`src/rtl/ira_pkg.sv`:
```
// ----------------------------------------------------------------------------
// ira_pkg
// Shared types, constants and helpers for the radix-to-ASCII converter.
// ----------------------------------------------------------------------------
package ira_pkg;

  localparam int VALUE_BITS_DEFAULT = 31;

  localparam int              RADIX_W     = 6;
  localparam int              CHAR_W      = 7;
  localparam logic [RADIX_W-1:0] RADIX_RESET = 6'd10;
  localparam logic [RADIX_W-1:0] RADIX_MIN   = 6'd2;
  localparam logic [RADIX_W-1:0] RADIX_MAX   = 6'd36;
  localparam logic [RADIX_W-1:0] DEC_DIGITS  = 6'd10;
  localparam logic [CHAR_W-1:0]  NUMERAL_BASE = 7'd48;
  localparam logic [CHAR_W-1:0]  LETTER_BASE  = 7'd65;

  // controller to datapath
  typedef struct packed {
    logic load;   // take a new value and the clamped radix
    logic shift;  // one restoring division step
    logic store;  // write the remainder as a digit
    logic rd;     // register the next digit from the store
    logic pop;    // digit transferred, step down the count
  } ira_cmd_t;

  // datapath to controller
  typedef struct packed {
    logic div_done;   // this is the final division step
    logic quo_zero;   // quotient is zero, no more digits
    logic last;       // digit on the output is the least significant one
  } ira_status_t;

  function automatic logic [RADIX_W-1:0] clamp_radix(input logic [RADIX_W-1:0] r);
    logic [RADIX_W-1:0] res;
    if (r < RADIX_MIN) begin
      res = RADIX_MIN;
    end else if (r > RADIX_MAX) begin
      res = RADIX_MAX;
    end else begin
      res = r;
    end
    return res;
  endfunction

  function automatic logic [CHAR_W-1:0] digit_to_ascii(input logic [RADIX_W-1:0] d);
    logic [CHAR_W-1:0] res;
    if (d < DEC_DIGITS) begin
      res = NUMERAL_BASE + {1'b0, d};
    end else begin
      res = LETTER_BASE + {1'b0, d - DEC_DIGITS};
    end
    return res;
  endfunction

endpackage

```
`src/rtl/ira_ctrl.sv`:
```
// ----------------------------------------------------------------------------
// ira_ctrl
// Sequencer: division of the value digit by digit, then readout of the
// stored digits most significant first.
// ----------------------------------------------------------------------------
module ira_ctrl
  import ira_pkg::*;
(
  input  logic        clk,
  input  logic        rst,
  input  logic        in_valid,
  output logic        in_ready,
  output logic        out_valid,
  input  logic        out_ready,
  output ira_cmd_t    cmd,
  input  ira_status_t status
);

  typedef enum logic [4:0] {
    S_IDLE  = 5'b00001,
    S_DIV   = 5'b00010,
    S_STORE = 5'b00100,
    S_READ  = 5'b01000,
    S_SEND  = 5'b10000
  } state_t;

  state_t state;
  state_t state_next;

  assign in_ready  = (state == S_IDLE);
  assign out_valid = (state == S_SEND);

  always_comb begin
    cmd.load  = (state == S_IDLE) && in_valid;
    cmd.shift = (state == S_DIV);
    cmd.store = (state == S_STORE);
    cmd.rd    = (state == S_READ);
    cmd.pop   = (state == S_SEND) && out_ready;
  end

  always_comb begin
    state_next = state;
    case (state)
      S_IDLE: begin
        if (in_valid) state_next = S_DIV;
      end
      S_DIV: begin
        if (status.div_done) state_next = S_STORE;
      end
      S_STORE: begin
        // quotient left in the dividend register decides if more digits follow
        state_next = status.quo_zero ? S_READ : S_DIV;
      end
      S_READ: begin
        state_next = S_SEND;
      end
      S_SEND: begin
        if (out_ready) state_next = status.last ? S_IDLE : S_READ;
      end
      default: begin
        state_next = S_IDLE;
      end
    endcase
  end

  always_ff @(posedge clk) begin
    if (rst) begin
      state <= S_IDLE;
    end else begin
      state <= state_next;
    end
  end

endmodule

```
`src/rtl/ira_datapath.sv`:
```
// ----------------------------------------------------------------------------
// ira_datapath
// Radix register, bit-serial restoring divider, digit store and ASCII mapping.
// ----------------------------------------------------------------------------
module ira_datapath
  import ira_pkg::*;
#(
  parameter int VALUE_BITS = VALUE_BITS_DEFAULT
) (
  input  logic                  clk,
  input  logic                  rst,
  input  logic                  cfg_we,
  input  logic [RADIX_W-1:0]    cfg_wdata,
  input  logic [VALUE_BITS-1:0] value,
  input  ira_cmd_t              cmd,
  output ira_status_t           status,
  output logic [CHAR_W-1:0]     digit_char
);

  localparam int IDX_W = $clog2(VALUE_BITS);
  localparam int CNT_W = $clog2(VALUE_BITS + 1);
  localparam int BIT_W = $clog2(VALUE_BITS);

  logic [RADIX_W-1:0]    radix;
  logic [RADIX_W-1:0]    base;
  logic [VALUE_BITS-1:0] dividend;
  logic [RADIX_W-1:0]    rem;
  logic [BIT_W-1:0]      bit_cnt;
  logic [CNT_W-1:0]      cnt;
  logic [RADIX_W-1:0]    rd_digit;
  logic [RADIX_W-1:0]    digit_mem [VALUE_BITS];

  logic [RADIX_W:0]      trial;
  logic                  ge;
  logic [RADIX_W:0]      diff;
  logic [CNT_W-1:0]      cnt_dec;

  // one quotient bit per cycle, remainder stays below the base
  assign trial   = {rem, dividend[VALUE_BITS-1]};
  assign ge      = (trial >= {1'b0, base});
  assign diff    = trial - {1'b0, base};
  assign cnt_dec = cnt - CNT_W'(1);

  always_ff @(posedge clk) begin
    if (rst) begin
      radix <= RADIX_RESET;
    end else if (cfg_we) begin
      radix <= cfg_wdata;
    end
  end

  always_ff @(posedge clk) begin
    if (cmd.load) begin
      base     <= clamp_radix(radix);
      dividend <= value;
      rem      <= '0;
      bit_cnt  <= '0;
      cnt      <= '0;
    end else if (cmd.shift) begin
      dividend <= {dividend[VALUE_BITS-2:0], ge};
      rem      <= ge ? diff[RADIX_W-1:0] : trial[RADIX_W-1:0];
      bit_cnt  <= bit_cnt + BIT_W'(1);
    end else if (cmd.store) begin
      rem     <= '0;
      bit_cnt <= '0;
      cnt     <= cnt + CNT_W'(1);
    end else if (cmd.pop) begin
      cnt <= cnt_dec;
    end
  end

  // digits go in least significant first and come out in reverse
  always_ff @(posedge clk) begin
    if (cmd.store) begin
      digit_mem[cnt[IDX_W-1:0]] <= rem;
    end
    if (cmd.rd) begin
      rd_digit <= digit_mem[cnt_dec[IDX_W-1:0]];
    end
  end

  always_comb begin
    status.div_done = (bit_cnt == BIT_W'(VALUE_BITS - 1));
    status.quo_zero = (dividend == '0);
    status.last     = (cnt == CNT_W'(1));
  end

  assign digit_char = digit_to_ascii(rd_digit);

endmodule

```
`src/rtl/integer_to_radix_ascii_unit.sv`:
```
// ----------------------------------------------------------------------------
// integer_to_radix_ascii_unit
// Converts a non-negative integer into ASCII digits in a programmable base,
// most significant digit first, flagging the final digit of each run.
// ----------------------------------------------------------------------------
//
//   port group  dir  handshake            payload
//   cfg         in   cfg_we               cfg_wdata (radix, 6 bits)
//   in          in   in_valid/in_ready    value
//   out         out  out_valid/out_ready  digit_char, last_digit
//
// Each digit is produced by the bit-serial divider and then written to the
// digit store; at readout each digit is registered from the store and then
// presented, held through any wait on out_ready. The unit converts one value
// at a time.
// Synchronous reset returns to idle and sets the radix to ten.
// A stalled output holds digit_char and last_digit until the transfer.
// ----------------------------------------------------------------------------
module integer_to_radix_ascii_unit
  import ira_pkg::*;
#(
  parameter int VALUE_BITS = VALUE_BITS_DEFAULT
) (
  input  logic                  clk,
  input  logic                  rst,
  input  logic                  cfg_we,
  input  logic [RADIX_W-1:0]    cfg_wdata,
  input  logic                  in_valid,
  output logic                  in_ready,
  input  logic [VALUE_BITS-1:0] value,
  output logic                  out_valid,
  input  logic                  out_ready,
  output logic [CHAR_W-1:0]     digit_char,
  output logic                  last_digit
);

  ira_cmd_t    cmd;
  ira_status_t status;

  ira_ctrl u_ctrl (
    .clk       (clk),
    .rst       (rst),
    .in_valid  (in_valid),
    .in_ready  (in_ready),
    .out_valid (out_valid),
    .out_ready (out_ready),
    .cmd       (cmd),
    .status    (status)
  );

  ira_datapath #(
    .VALUE_BITS (VALUE_BITS)
  ) u_datapath (
    .clk        (clk),
    .rst        (rst),
    .cfg_we     (cfg_we),
    .cfg_wdata  (cfg_wdata),
    .value      (value),
    .cmd        (cmd),
    .status     (status),
    .digit_char (digit_char)
  );

  assign last_digit = status.last;

  // input and output sides never open together
  a_exclusive: assert property (@(posedge clk) disable iff (rst)
    !(in_ready && out_valid))
    else $error("input ready while a digit is on the output");

  // a new value always goes through the divider before any digit shows
  a_no_early_digit: assert property (@(posedge clk) disable iff (rst)
    (in_valid && in_ready) |=> !out_valid)
    else $error("digit presented right after input transfer");

  // the final digit transfer frees the unit for the next value
  a_last_frees: assert property (@(posedge clk) disable iff (rst)
    (out_valid && out_ready && last_digit) |=> in_ready)
    else $error("unit not idle after last digit transfer");

  a_char_range: assert property (@(posedge clk) disable iff (rst)
    out_valid |-> ((digit_char >= 7'd48 && digit_char <= 7'd57) ||
                   (digit_char >= 7'd65 && digit_char <= 7'd90)))
    else $error("digit character out of range");

endmodule
```
`config.mk`:
```
export PLATFORM = sky130hd
export DESIGN_NAME = integer_to_radix_ascii_unit
export DESIGN_NICKNAME = d
export VERILOG_FILES = /design/src/rtl/ira_pkg.sv /design/src/rtl/ira_ctrl.sv /design/src/rtl/ira_datapath.sv /design/src/rtl/integer_to_radix_ascii_unit.sv
export SDC_FILE = /design/constraint.sdc
export NUM_CORES = 1
export LEC_CHECK = 0
export ABC_AREA = 1
export BUFFER_PORTS_ARGS = -buffer_cell sky130_fd_sc_hd__buf_4
export CORE_MARGIN = 2
export CORE_UTILIZATION = 60
export DETAILED_ROUTE_END_ITERATION = 8
export MAX_ROUTING_LAYER = met4
export PLACE_DENSITY_LB_ADDON = 0.2
export SYNTH_ARGS = -nofsm -noshare
export SYNTH_HDL_FRONTEND = slang
export SYNTH_HIERARCHICAL = 1
export SYNTH_SLANG_ARGS = --single-unit
```
`constraint.sdc`:
```
create_clock -name clk -period 8.6 [get_ports clk]
set_input_delay 0.86 -clock clk [delete_from_list [all_inputs] [get_ports clk]]
set_output_delay 0.86 -clock clk [all_outputs]
set_load 0.1 [all_outputs]
```
---- Word level (Yosys, flattened, before mapping) ----
Memories as Yosys holds them, arrays and structs flattened. A register that Yosys moved wholly into a read port is not among the register bits.
Cells that the tools add are included.
storage, ports and cells
  memories kept ........................... 1
  bits in writable memories ............... 186
  bits of input ports ..................... 42
  register bits ........................... 64
memories
  memory                words  width  rd ports  clocked after memory_dff  wr ports  RTL line            RTL
  u_datapath.digit_mem  31     6      1         1                         1         ira_datapath.sv:31  logic [RADIX_W-1:0] digit_mem [VALUE_BITS];
cells by class
  multiplexer cells ....................... 19
  eq/ne operators ......................... 10
  bitwise gates (word level) .............. 1
  $add $sub $neg .......................... 7
  $lt $le $gt $ge ......................... 4
  reductions and logical operators ........ 9
operator list
  operator             count
  $mux 31              2
  $mux 5               7
  $logic_not 31->1     1
  $pmux 5 s5           1
  $mux 6               4
  $add 5x1->5 const B  2
  $eq 5x1->1 const B   2
  $eq 5x5->1 const B   2
  $mux 4               2
  $add 6x6->7 const A  1
  $add 7x6->7 const A  1
  $ge 7x6->1           1
  $mux 7               1
  $gt 6x6->1 const B   1
  $lt 6x2->1 const B   1
  $lt 6x4->1 const B   1
  $reduce_bool 2->1    3
  $sub 6x4->6 const B  1
  $sub 6x6->6          1
  $eq 5x2->1 const B   1
  $eq 5x3->1 const B   1
  $eq 5x4->1 const B   1
  $sub 5x1->5 const B  1
  $ne 2x1->1 const B   2
  7 further kinds      9

---- Depth between registers and ports, before layout ----
Gate-level depths: netlist of run 1.
  word-level depth ........................ 4
  depth in mapped cells ................... 15
  gate-level depth less buffers ........... 11

---- Cells and area by module ----
The synthesis of run 1 kept the hierarchy.
by module, submodules not included
  module        area an instance (um^2)  cells each  seq. area each (um^2)  instances
  ira_datapath  11115.7                  1028        7317.0                 1
  ira_ctrl      346.6                    54          100.1                  1

---- Worst setup path after synthesis of run 1 ----
OpenSTA, ideal clock, no wires.
  path type ............................... flip-flop to output port
  from .................................... reg u_datapath.rd_digit[1] (read register of u_datapath.digit_mem)
  to ...................................... out digit_char[1]
  setup slack ............................. 4.679 ns
  data arrival time ....................... 3.061 ns
  path buffers ............................ 1
  cell stages (with the launch flop) ...... 7
  cell sequence ........................... edfxtp_1 o21ai_0 inv_1 nand2_1 nand2_1 buf_2 o21ai_0
between the ends
  cells in the longest elaborated chain, start to end .. 3
ends and longest elaborated chain
  item             RTL line                           RTL
  start, declared  ira_datapath.sv:30                 logic [RADIX_W-1:0] rd_digit;
  $sub 6x4->6      ira_pkg.sv:51                      res = LETTER_BASE + {1'b0, d - DEC_DIGITS};
  $add 7x6->7      ira_pkg.sv:51
  $mux 7 *         ira_pkg.sv:48                      if (d < DEC_DIGITS) begin
  end, declared    integer_to_radix_ascii_unit.sv:33  output logic [CHAR_W-1:0] digit_char,
Every way passes the cells marked *; elsewhere a longest branch is shown, timed or not.

---- Worst setup path in the final report of run 1 ----
  from .................................... reg u_datapath.cnt[0]
  to ...................................... out last_digit
between the ends
  cells in the longest elaborated chain, start to end .. 1
ends and longest elaborated chain
  item                    RTL line                           RTL
  start, declared         ira_datapath.sv:29                 logic [CNT_W-1:0] cnt;
  start signal, assigned  ira_datapath.sv:66                 cnt <= cnt + CNT_W'(1);
  start signal, assigned  ira_datapath.sv:68                 cnt <= cnt_dec;
  $eq 5x1->1              ira_datapath.sv:85                 status.last = (cnt == CNT_W'(1));
  end, declared           integer_to_radix_ascii_unit.sv:34  output logic last_digit
No other way between the ends.

==> results of run 1 <==
==> where the power goes <==
| part | switching, mW | leakage, nW | internal (mW) |
|---|---|---|---|
| sequential | 0.0508 | 2.35 | 1.51 |
| clock | 0.444 | 0.396 | 0.618 |
| combinational | 0.430 | 2.07 | 0.182 |
| total | 0.924 | 4.81 | 2.32 |
==> through the flow <==
stage          hold WS [ns]  util [%]  instances
2_1_floorplan         0.436         -       1082
3_3_place_gp          0.454      63.8       1328
3_5_place_dp          0.461      63.8       1328
4_1_cts               0.479      68.1       1375
5_1_grt               0.506      68.1       1375
6_report              0.480      68.1       1375
==> cell families after synthesis <==
| group | Yosys count | share of synthesized area [%] |
|---|---|---|
| and+or+nand+nor | 474 | 17.2 |
| DFF | 256 | 64.7 |
| AOI/OAI and AO/OA | 201 | 10.1 |
| buffers and inverters | 125 | 5.12 |
| adders and majority gates | 19 | 2.14 |
| xor gates and xnor gates | 7 | 0.699 |
==> final timing paths <==
kind	start	to	slack [ns]	cells after the start
hold / removal	u_datapath/radix[0]$_SDFFE_PP0P_	u_datapath/radix[0]$_SDFFE_PP0P_	0.48	2
setup / recovery	u_datapath/cnt[0]$_SDFFE_PP0P_	last_digit	5.26	5
hold reg to reg	u_datapath/radix[0]$_SDFFE_PP0P_	u_datapath/radix[0]$_SDFFE_PP0P_	0.48	2
setup reg to reg	u_datapath/cnt[0]$_SDFFE_PP0P_	u_datapath/rd_digit[5]$_DFFE_PP_	5.33	10
==> state kept, by name (all words and copies together), names as in the netlist <==
signal / count
u_datapath/radix: 6
u_datapath/bit_cnt: 5
u_ctrl/state: 5
u_datapath/base: 6
u_datapath/dividend: 31
u_datapath/rd_digit: 6
u_datapath/cnt: 5
u_datapath/digit_mem: 186
u_datapath/rem: 6
==> metal layers <==
layer / part of all wire (%) / GRT usage (%) / up-vias
met4: 3.1 / 8.47 / 0
met1: 42 / 34.0 / 3741
met2: 48 / 41.1 / 319
met3: 6.9 / 3.03 / 59
met5: 0 / - / -
li1: - / - / 3835
==> area by class of cell <==
type	instances	area (um^2)	area share, %
clock buffer	35	726	5.69
clock inverter	12	81.3	0.638
inverter	76	290	2.28
multi-input combinational	701	3480	27.3
sequential	256	7420	58.2
tap	234	293	2.30
timing repair buffer	61	458	3.59
==> synth_stat cells, drive strengths merged <==
library cell	count
clkbuf	24
a21oi	29
xnor2	3
nor3b	1
inv	74
edfxtp	229
or2	2
a211oi	3
ha	18
nand3	58
fa	1
o22ai	1
nand3b	5
nor3	3
clkinv	2
nor2	194
o21bai	1
a31oi	2
dfxtp	27
nand2	197
buf	25
o21ai	116
xor2	4
o211ai	49
nand4	7
nor4	7
==> critical path, stage by stage (launching register included) <==
cell	delay (ns)
dfxtp_2	0.31
buf_4	0.72
ha_1	0.29
inv_1	0.04
nor2_1	0.23
buf_4	0.35
==> out/summary.txt, run 1 <==
Headroom to the max-slew limit -> 26.1%
Distinct cell type count after synthesis -> 43
Latest clock arrival within the worst-skew pair -> 0.52 ns
Total gr overflow -> 0
Fmax -> 0.299 GHz
Filler cell count -> 1416
Commonest non-fill, non-tap cells in the layout -> edfxtp_1 (229), nand2_1 (193), nor2_1 (190)
Synth area leader -> edfxtp_1
RSZ-0062 raised after global routing -> false
Status -> complete, no violations
Fin Setup TNS -> 0 ns
TritonCTS Buffers -> 26
Initial Util -> 61.3%
Post-CTS repair timing setup buffer count -> 0
Area added between synthesis and finish -> 11.2%
First-pass detailed-route iteration total -> 5
Clock transition at path regs -> 0.06 ns
Mapped Cells -> 1082
# IOs -> 52
CTS tree -> built
Req. time, crit path -> 7.74 ns
Max cap viols -> 0
Layout Skew -> 0.00800 ns
Crit share post-route -> 38.8%
Power Density -> 254 mW/mm^2
H-tree level count -> 1
Maximum vdd drop -> 0.193 mV
Yosys reg bits -> 256
CP Data Arrival Time -> 2.48 ns
Antenna viol nets, final -> 0
Share of the synthesized area in the top cell type -> 60.0%
Drt initial violations -> 862
Post-DR wirelength/cell -> 18.0 um
Die height -> 142 um
Core area -> 0.0187 mm^2
Setup violations, final -> 0
Crit path capture type -> output port
Final wirelength -> 24700 um
Worst min path class -> register to register
Post-synthesis instance area -> 0.0115 mm^2
Vias in the first global route -> 7629
Cell Rows -> 50
Post-synthesis sequential area ratio -> 64.7%
Syn Nets -> 1143
Vias -> 7954
Slew Viols, Final -> 0
Nets -> 1183
Clock sink count -> 256
Die footprint -> 0.0202 mm^2
DRC errors left -> 0
Crit Path Max Fanout -> 94
Post-CTS Hold Fix Bufs -> 0
Fin crit period -> 3.34 ns
Ant diodes -> 0
Number of vias per cell -> 5.78
Pre-CTS setup slack -> 5.37 ns
Total Routing Usage GR -> 25.4%
Clock buffer depth -> 3
Worst setup margin -> 5.26 ns
Synthesized area per cell -> 10.6 um^2
Critical Path Start Type -> register
Design area -> 0.0127 mm^2
Hold Fails Final Rpt -> 0
I/O Buffers -> 51
Resize count post-CTS -> 0
Initial antenna violation count -> 0
First-pass GRT wire length -> 39100 um
Hpwl dp -> 15000 um
Most common cell after layout, fill and taps aside -> edfxtp_1
Share of layout cells above drive strength 1 -> 10.9%
Slew @ Worst Pin -> 1.11 ns
DP Area -> 0.0119 mm^2
Largest net degree at the start of global routing -> 95
Die width -> 142 um
WS Path Type -> register to output port
Pwr Total -> 3.24 mW
Largest cells by area after synthesis -> edfxtp_1 (60%), nand2_1 (6.3%), nor2_1 (6.3%)
Ys Warns -> 6
Final GP Congestion -> 0.853
Static Leakage -> 4.81 nW
Clock root cell -> clkbuf_16
Note: power is estimated with default switching activity, not from simulation.
==> run 2: changes to the inputs <==
--- a/config.mk
+++ b/config.mk
@@ -5,10 +5,10 @@
 export SDC_FILE = /design/constraint.sdc
 export NUM_CORES = 1
 export LEC_CHECK = 0
-export ABC_AREA = 1
+export ABC_AREA = 0
 export BUFFER_PORTS_ARGS = -buffer_cell sky130_fd_sc_hd__buf_4
 export CORE_MARGIN = 2
-export CORE_UTILIZATION = 60
+export CORE_UTILIZATION = 55
 export DETAILED_ROUTE_END_ITERATION = 8
 export MAX_ROUTING_LAYER = met4
 export PLACE_DENSITY_LB_ADDON = 0.2
==> constraint.sdc (replaced) <==
create_clock -name clk -period 2.72 [get_ports clk]
set_input_delay 0.272 -clock clk [delete_from_list [all_inputs] [get_ports clk]]
set_output_delay 0.272 -clock clk [all_outputs]
set_load 0.1 [all_outputs]
==> run 2 against run 1 <==
Clock power rose to 3.5 times the previous value. Clock skew up 0.0034 ns. Cell count down 19%. Die area up 7.8%. Global-route usage down 4.0 points. The run now ends with setup timing left. Largest cell class unchanged. Count of clock-buffer cells in the layout down 1. Worst hold slack worse by 0.46 ns. Combinational power up 7.4%. Critical path depth up 3.
==> out/summary.txt, run 2 <==
Status -> finished with violations
Failing checks -> setup timing
Crit share post-route -> 103%
Critical Path Start Type -> register
Clock transition at path regs -> 0.06 ns (about the same)
Latest clock arrival within the worst-skew pair -> 0.52 ns (about the same)
Post-synth EDFFs -> 229 (unchanged)
Total Routing Usage GR -> 21.5% (-4.0 points)
Hold Fails Final Rpt -> 0 (unchanged)
Share of the synthesized area in the top cell type -> 60.6% (+0.62 points)
Headroom to the max-slew limit -> 30.9% (+4.8 points)
Combinational power share -> 7.4% (-11 points)
Largest net degree at the start of global routing -> 55 (-42%)
WS Path Type -> register to output port
Initial Util -> 56.1% (-5.2 points)
Mapped Cells -> 717 (-34%)
Vias -> 6477 (-19%)
Area added between synthesis and finish -> 17.8%
Clock buffer depth -> 3 (unchanged)
Worst setup margin -> -0.0743 ns (-5.33 ns)
Max reg flops -> 186 (unchanged)
Largest cells by area after synthesis -> edfxtp_1 (61%), mux4_1 (6.0%), dfxtp_1 (4.8%)
Antenna viol nets, final -> 0 (unchanged)
Most numerous cell in the Yosys netlist -> edfxtp_1
Post-DR wirelength/cell -> 20.3 um (+13%)
Final GP Congestion -> 0.820 (-3.8%)
Clock root cell -> clkbuf_16
Slew @ Worst Pin -> 1.03 ns (-0.0741 ns)
Synthesized area per cell -> 15.8 um^2 (+49%)
Maximum vdd drop -> 0.462 mV (+140%)
H-tree level count -> 1 (unchanged)
Ant diodes -> 0 (unchanged)
Core area -> 0.0202 mm^2 (+8.2%)
Total gr overflow -> 0 (unchanged)
Crit path capture type -> output port
Clock sink count -> 256 (unchanged)
Seq pwr share -> 51.3% (+3.0 points)
Fin crit period -> 2.79 ns
CP Data Arrival Time -> 2.52 ns (+0.04 ns)
Cell Rows -> 52 (+4.0%)
Pwr Total -> 8.92 mW (+180%)
Asr flop ratio synth -> 0% (unchanged)
Hpwl dp -> 14400 um (-4.2%)
WHS -> 0.0176 ns (-0.463 ns)
Nets -> 886 (-25%)
Ys Warns -> 6 (unchanged)
Layout Skew -> 0.0114 ns (+0.00339 ns)
# IOs -> 52 (unchanged)
Syn Nets -> 778 (-32%)
Post-synthesis sequential area ratio -> 65.4% (+0.66 points)
Most common cell after layout, fill and taps aside -> edfxtp_1
I/O Buffers -> 51 (unchanged)
Req. time, crit path -> 2.45 ns (-5.29 ns)
Crit Path Max Fanout -> 4 (-96%)
Yosys reg bits -> 256 (unchanged)
Distinct cell type count after synthesis -> 67 (+56%)
DRC errors left -> 0 (unchanged)
Post-synthesis instance area -> 0.0113 mm^2 (-1.0%)
Synth area leader -> edfxtp_1
Clock power frac -> 41.4% (+8.6 points)
Initial antenna violation count -> 0 (unchanged)
Fin Setup TNS -> -0.0743 ns (-0.0743 ns)
Internal power -> 7.07 mW (+210%)
Vias in the first global route -> 6643 (-13%)
CTS tree -> built
Fmax -> 0.358 GHz
Static Leakage -> 5.02 nW (+4.4%)
Top FF cell, synth -> edfxtp_1
First-pass GRT wire length -> 35400 um (-9.4%)
RSZ-0062 raised after global routing -> true
Setup violations, final -> 1 (+1)
WHS Path Cells -> 3 (+1)
Number of vias per cell -> 5.81 (+0.42%)
Die height -> 148 um (+3.8%)
Switching share of power -> 20.8% (-7.8 points)
Die footprint -> 0.0218 mm^2 (+7.8%)
Drt initial violations -> 421 (-51%)
R2R depth -> 5 (-5)
Commonest non-fill, non-tap cells in the layout -> edfxtp_1 (229), buf_4 (100), nor2_1 (65)
Die width -> 148 um (+3.8%)
Top cells by count, synth -> edfxtp_1 (229), nor2_1 (66), mux2_2 (45)
Power Density -> 667 mW/mm^2 (+160%)
TritonCTS Buffers -> 26 (unchanged)
Net Switching -> 1.85 mW (+100%)
First-pass detailed-route iteration total -> 5 (unchanged)
Finished Core Util -> 66.1% (-2.1 points)
Final wirelength -> 22600 um (-8.7%)
Max cap viols -> 0 (unchanged)
Slew Viols, Final -> 0 (unchanged)
Filler cell count -> 1414 (-0.14%)
Share of layout cells above drive strength 1 -> 27.2% (+16 points)
Worst min path class -> input pin to register
-- run 2: worst paths after layout --
kind,from,end,slack (ns)
worst max-delay path,u_datapath/rd_digit[1]$_DFFE_PP_,digit_char[4],-0.07
worst min-delay path,cfg_wdata[2],u_datapath/radix[2]$_SDFFE_PP0P_,0.02
worst min register to register,u_datapath/radix[0]$_SDFFE_PP0P_,u_datapath/radix[0]$_SDFFE_PP0P_,0.54
worst max register to register,u_ctrl/state[3]$_SDFFE_PP0P_,u_datapath/digit_mem[30][5]$_DFFE_PP_,0.20
-- run 2: final cells by class --
class,count,area [um^2],share of cell area (%)
Timing Repair Buffer,109,865,6.47
Inverter,23,91.3,0.683
Sequential cell,256,7420,55.5
Tap cell,270,338,2.53
Clock inverter,14,193,1.44
Clock buffer,34,702,5.25
Multi-Input combinational cell,409,3760,28.1
-- run 2: per-stage QoR --
stage | instances | instance area (um^2) | worst slack, ns
after floorplan | 717 | 11400 | -0.558
after global placement | 1057 | 12300 | 0.294
after detailed placement | 1057 | 12300 | 0.218
after CTS | 1113 | 13300 | -0.0784
after global routing | 1115 | 13400 | -0.165
final | 1115 | 13400 | -0.0743
-- run 2: routing by layer --
layer	GRT usage, %	routed length, um	vias to the layer above
met4	5.38	433	0
met2	35.9	11500	190
met5	-	0	-
met1	28.3	9430	3225
met3	2.72	1240	36
li1	-	-	3026
-- run 2: power groups by stage --
stage | sequential, mW | clock (mW) | combinational, mW
after CTS | 4.57 | 3.77 | 0.663
final | 4.57 | 3.69 | 0.657
after floorplan | 4.64 | 0 | 0.455
after global placement | 4.64 | 0 | 0.620
after detailed placement | 4.66 | 0 | 0.658
after global routing | 4.59 | 3.91 | 0.720
-- run 2: kinds of logic (layout without fill, tap and decap cells) --
| logic type | Yosys count | in the layout | share of synthesized area (%) |
|---|---|---|---|
| AO/OA/AOI/OAI | 86 | 86 | 5.13 |
| AND/OR/NAND/NOR | 177 | 177 | 7.98 |
| flip-flops | 256 | 256 | 65.4 |
| buffers and inverters | 52 | 180 | 2.26 |
| XOR/XNOR | 15 | 15 | 1.22 |
| multiplexers | 112 | 112 | 15.9 |
| adder cells (fa/ha/maj) | 19 | 19 | 2.16 |
-- run 2: timing repair --
action	in CTS	in global routing
pin swaps	2	2
setup buffers	4	2
hold endpoints to repair	4	0
gates resized for setup	11	6
endpoints found under the setup margin	2	3
hold buffers	4	0
-- run 2: critical path: stages, from the launching register on --
cell      delay [ns]
edfxtp_1        0.41
inv_2           0.12
ha_4            0.13
or3b_4          0.40
mux2_4          0.28
o22ai_2         0.17
nand2_2         0.09
xnor2_2         0.16
buf_6           0.24
